==> src/rtl/homogeneous_point_transform_assert.svh <==
// ----------------------------------------------------------------------------
// homogeneous_point_transform_assert
// Assertion helpers for the point transform RTL.
// ----------------------------------------------------------------------------
// Each macro expects a clock named clk and an active-low reset named rst_n.
`ifndef HOMOGENEOUS_POINT_TRANSFORM_ASSERT_SVH
`define HOMOGENEOUS_POINT_TRANSFORM_ASSERT_SVH

// antecedent implies consequent in the same cycle
`define HPT_ASSERT_SAME(label, ante, cons, msg) \
    label: assert property (@(posedge clk) disable iff (!rst_n) (ante) |-> (cons)) \
        else $error(msg);

// antecedent implies consequent in the following cycle
`define HPT_ASSERT_NEXT(label, ante, cons, msg) \
    label: assert property (@(posedge clk) disable iff (!rst_n) (ante) |=> (cons)) \
        else $error(msg);

`endif

==> src/rtl/hpt_pkg.sv <==
// ----------------------------------------------------------------------------
// hpt_pkg
// Shared widths, register map, stage plan and helpers for the transform.
// ----------------------------------------------------------------------------
`default_nettype none

package hpt_pkg;

    localparam int CW    = 32;          // coordinate / coefficient width
    localparam int FB    = 16;          // fraction bits
    localparam int SW    = 2 * CW + 2;  // exact signed row sum
    localparam int MW    = SW - 1;      // row sum magnitude
    localparam int NW    = MW + FB;     // dividend width
    localparam int QW    = CW;          // quotient bits produced
    localparam int NREG  = 8;
    localparam int IW    = $clog2(NREG);
    localparam int RW    = 2 * CW;      // config register width
    localparam int NPRE  = 4;           // product, pair, row sum, prep
    localparam int NDIV  = QW + 1;      // overflow check + quotient steps
    localparam int NST   = NPRE + NDIV + 1;
    localparam int ST_OUT = NST - 1;

    typedef enum logic [IW-1:0] {
        REG_ROW0_LEFT, REG_ROW0_RIGHT, REG_ROW1_LEFT, REG_ROW1_RIGHT,
        REG_ROW2_LEFT, REG_ROW2_RIGHT, REG_ROW3_LEFT, REG_ROW3_RIGHT
    } reg_idx_t;

    localparam logic [RW-1:0] ONE_Q = RW'(1) << FB;

    localparam logic [RW-1:0] CFG_RESET [NREG] = '{
        ONE_Q << CW, '0, ONE_Q, '0, '0, ONE_Q << CW, '0, ONE_Q
    };

    typedef struct packed {
        logic [NW-1:0] n;
        logic [MW-1:0] d;
        logic          neg;
        logic          tag;
    } lane_in_t;

    typedef struct packed {
        logic [QW-1:0] q;
        logic          ovf;
        logic          neg;
        logic          tag;
    } lane_out_t;

    // returns {clamped, value}
    function automatic logic [CW:0] clamp_q(input lane_out_t r);
        logic          big;
        logic [CW-1:0] val;
        if (r.neg)
        begin
            big = r.ovf || (r.q > (QW'(1) << (CW - 1)));
            val = big ? (CW'(1) << (CW - 1)) : CW'(-r.q);
        end
        else
        begin
            big = r.ovf || r.q[QW-1];
            val = big ? ((CW'(1) << (CW - 1)) - CW'(1)) : CW'(r.q);
        end
        return {big, val};
    endfunction

endpackage

`default_nettype wire

==> src/rtl/hpt_ctrl.sv <==
// ----------------------------------------------------------------------------
// hpt_ctrl
// Per-stage valid bits and advance enables; bubbles collapse under stall.
// ----------------------------------------------------------------------------
`default_nettype none

module hpt_ctrl
    import hpt_pkg::*;
(
    input  wire logic           clk,
    input  wire logic           rst_n,
    input  wire logic           in_valid,
    input  wire logic           out_ready,
    output logic [NST-1:0]      adv,
    output logic                out_valid
);

    logic [NST-1:0] v_reg;
    logic [NST-1:0] v_next;

    // stage k may load when the last stage drains or any stage at/after k is empty
    always_comb
    begin
        for (int k = 0; k < NST; k++)
        begin
            adv[k] = out_ready || ((v_reg | ((NST'(1) << k) - NST'(1))) != '1);
        end
        v_next[0] = adv[0] ? in_valid : v_reg[0];
        for (int k = 1; k < NST; k++)
        begin
            if (!adv[k])
                v_next[k] = v_reg[k];
            else
                v_next[k] = v_reg[k-1];
        end
    end

    always_ff @(posedge clk or negedge rst_n)
    begin
        if (!rst_n)
            v_reg <= '0;
        else
            v_reg <= v_next;
    end

    assign out_valid = v_reg[NST-1];

endmodule

`default_nettype wire

==> config.mk <==
export PLATFORM = sky130hd
export DESIGN_NAME = hpt_ctrl
export DESIGN_NICKNAME = d
export VERILOG_FILES = /design/src/rtl/homogeneous_point_transform_assert.svh /design/src/rtl/hpt_pkg.sv /design/src/rtl/hpt_ctrl.sv
export SDC_FILE = /design/constraint.sdc
export NUM_CORES = 1
export LEC_CHECK = 0
export ABC_AREA = 1
export BUFFER_PORTS_ARGS = -buffer_cell sky130_fd_sc_hd__buf_2
export CAP_MARGIN = 20
export CORE_AREA = 2 2 78 99
export CTS_CLUSTER_SIZE = 10
export DETAILED_ROUTE_END_ITERATION = 16
export DIE_AREA = 0 0 80 101
export REMOVE_ABC_BUFFERS = 1
export SLEW_MARGIN = 20
export SYNTH_ARGS = -nofsm -noshare
export SYNTH_HDL_FRONTEND = slang
export SYNTH_SLANG_ARGS = --single-unit
==> constraint.sdc <==
create_clock -name clk -period 1.4 [get_ports clk]
set_input_delay 0.21 -clock clk [delete_from_list [all_inputs] [get_ports clk]]
set_output_delay 0.21 -clock clk [all_outputs]
set_load 0.1 [all_outputs]
==> run summary <==
Status -> complete, but fails checks
Violated checks -> negative setup slack
Max reg flops -> 38
RSZ-0062 raised after global routing -> true
ANT cells -> 0
CTS buffer count -> 5
Slew margin rel. -> 0.775
Io pins -> 43
DRC -> 0
Avg Inst Size Synth -> 7.40 µm²
Share of layout cells above drive strength 1 -> 0.522
CP Class -> reg -> out
Via/cell ratio -> 4.52
Register share of total power -> 0.265
H-tree levels -> 2
Slowest stage cell, crit path -> dfrtp_1
Clock power frac -> 0.148
Crit path cell chain -> nand3_2 > nor2_4 > nand2_2 > nor2_4 > nand3_1 > buf_6
Finished Cell Area -> 0.00403 mm²
Combinational power share -> 0.588
Final WS setup -> -0.523 ns
Root buffer cell -> clkbuf_8
Net count, final -> 433
Async S/R FF share, synth -> 1.00
Dpl cell area -> 0.00323 mm²
Synth area leader -> dfrtp_1
Setup TNS -> -15.72 ns
Clock latency on the worst-skew pair -> 0.30 ns
Synth top area share -> 0.454
Setup violators final -> 45
Worst-Margin Slew -> 0.338 ns
Pleak -> 2.11 nW
Vias -> 2357
Core area -> 0.00718 mm²
Post-synth top cells -> nand2_1, inv_1, nor2_1
Avg WL per Cell -> 13.3 µm
Total GRT Usage -> 0.176
FF/Latch Area -> 953 µm²
Distinct cells, synth -> 19
Synth Cell Area -> 0.00209 mm²
HP Class -> in -> reg
Number of synthesized flops with an enable pin -> 0
P per Cell Area -> 1220 mW/mm²
Sink Count -> 38
Switching share of power -> 0.454
Die area -> 0.00808 mm²
Top cell by count, worst path -> nor2_4
Period Utilization, post-route -> 1.37
Peak supply drop -> 1150 µV
CP Data Required Time -> 1.19 ns
Top cells by area, synth -> dfrtp_1, nand2_1, inv_1, nor2_1, nand3_1
Crit path DAT -> 1.71 ns
Vias in the first global route -> 2500
Detailed Place HPWL -> 4920 µm
Worst setup SP type -> flop
Fin. max-slew vios -> 0
Placer Congestion -> 0.949
Count leader, synth -> nand2_1
Max-cap violations -> 0
Synthesized flop and latch total -> 38
Initial antenna violation count -> 0
Multi-input logic area -> 0.00115 mm²
Sequential area share after synthesis -> 0.454
PortBufs -> 42
Pint -> 2.68 mW
Pre-Repair DR Iteration Count -> 4
Crit path largest cell delay -> 0.42 ns
# rows -> 35
DRT iter0 DRCs -> 140
Initial Util -> 0.292
Clk pin slew, worst setup/hold paths -> 0.08 ns
Area delta synth->final -> 92.2%
Fillers -> 626
Final WL -> 6930 µm
Total grt overflow -> 0
First-pass GRT wire length -> 11100 µm
Critical path peak fanout -> 5
Achievable Freq -> 0.520 GHz
Clock buffer depth -> 2
Routed Antenna Nets -> 0
Worst hold slack -> 0.0924 ns
Clk_skew -> 0.0110 ns
Post-Syn Instances -> 283
Ys flop type -> dfrtp_1
Sw Pwr -> 2.23 mW
CTS tree -> done
YS warnings -> 0
Pin count of the biggest net entering global routing -> 39
Die Span Y -> 101 µm
Crit. End Element -> output port
Fin util -> 0.561
Final Critical Period -> 1.92 ns
Die width -> 80 µm
Hold Violations, Final -> 0
-- power groups by stage --
stage                     clock network (mW)  logic [mW]  registers [mW]
after floorplan                            0        1.47            1.30
after global placement                     0        2.30            1.31
after detailed placement                   0        2.31            1.32
after CTS                              0.746        2.68            1.30
after global routing                   0.793        3.04            1.31
final                                  0.726        2.89            1.30
-- worst paths after layout --
path | from | to | slack [ns] | cells past startpoint
setup / recovery | v_reg[36] | adv[3] | -0.52 | 6
hold / removal | in_valid | v_reg[0] | 0.09 | 3
setup reg to reg | v_reg[37] | v_reg[7] | -0.31 | 13
hold reg to reg | v_reg[0] | v_reg[1] | 0.49 | 2
max in group asynchronous | rst_n | v_reg[19] | 0.79 | 3
min in group asynchronous | rst_n | v_reg[2] | 0.40 | 3
-- cell families after synthesis --
group                  share of synthesized area
buffers and inverters                     0.0860
AO/OA/AOI/OAI                             0.0143
AND/OR/NAND/NOR                            0.446
flip-flops                                 0.454
-- final cells by class --
cell class / count / share of cell area
clock buffers: 5 / 0.0171
clock inverters: 2 / 0.00249
inverters: 48 / 0.0454
multi-input cells: 197 / 0.287
flip-flops and latches: 38 / 0.237
well taps: 92 / 0.0286
repair buffers: 139 / 0.383
-- per-layer routing --
layer  track usage  share of wire  up-vias
met2         0.311           0.55       64
met1         0.218           0.39     1135
li1              -              -     1145
met5             0              0        -
met4        0.0522          0.018        0
met3        0.0296          0.046       13
-- critical path: cells and delay by family (launching register included) --
kind	cells	cell delay [ns]
buffers and inverters	1	0.24
flip-flops	1	0.42
AND/OR/NAND/NOR	5	0.77
-- stage by stage --
| stage | total power [mW] | setup slack, ns | instances |
|---|---|---|---|
| 2_1_floorplan | 2.77 | -2.82 | 283 |
| 3_3_place_gp | 3.62 | -0.286 | 497 |
| 3_5_place_dp | 3.63 | -0.315 | 497 |
| 4_1_cts | 4.72 | -0.503 | 516 |
| 5_1_grt | 5.15 | -0.597 | 521 |
| 6_report | 4.91 | -0.523 | 521 |
-- cells in the final DEF (no fill, tap or decap) --
| master | n |
|---|---|
| nand3b_2 | 1 |
| nand2_1 | 72 |
| clkbuf_8 | 5 |
| nand2_2 | 19 |
| nor2_2 | 7 |
| nor2_8 | 1 |
| nand3_1 | 11 |
| dlygate4sd3_1 | 1 |
| nor2_4 | 12 |
| buf_8 | 2 |
| nor3_2 | 1 |
| clkinv_2 | 2 |
| o21bai_1 | 4 |
| nand4_1 | 10 |
| buf_6 | 20 |
| buf_2 | 3 |
| nand3_4 | 5 |
| inv_4 | 1 |
| buf_12 | 33 |
| nor3b_4 | 1 |
| nand3_2 | 2 |
| nand2_4 | 7 |
| nor3_1 | 2 |
| nor2_1 | 32 |
| inv_2 | 10 |
| or2_2 | 10 |
| dfrtp_1 | 36 |
| inv_1 | 37 |
| dfrtp_2 | 2 |
| buf_4 | 80 |
-- what timing repair did --
action / in CTS / in global routing
pin swaps: 10 / 17
endpoints found under the hold margin: 38 / 0
gates cloned: 0 / 0
gates resized for setup: 117 / 57
endpoints found under the setup margin: 45 / 57
buffers inserted: 13 / 9
hold buffers: 1 / 0
Power figures use the tool's default switching activity.
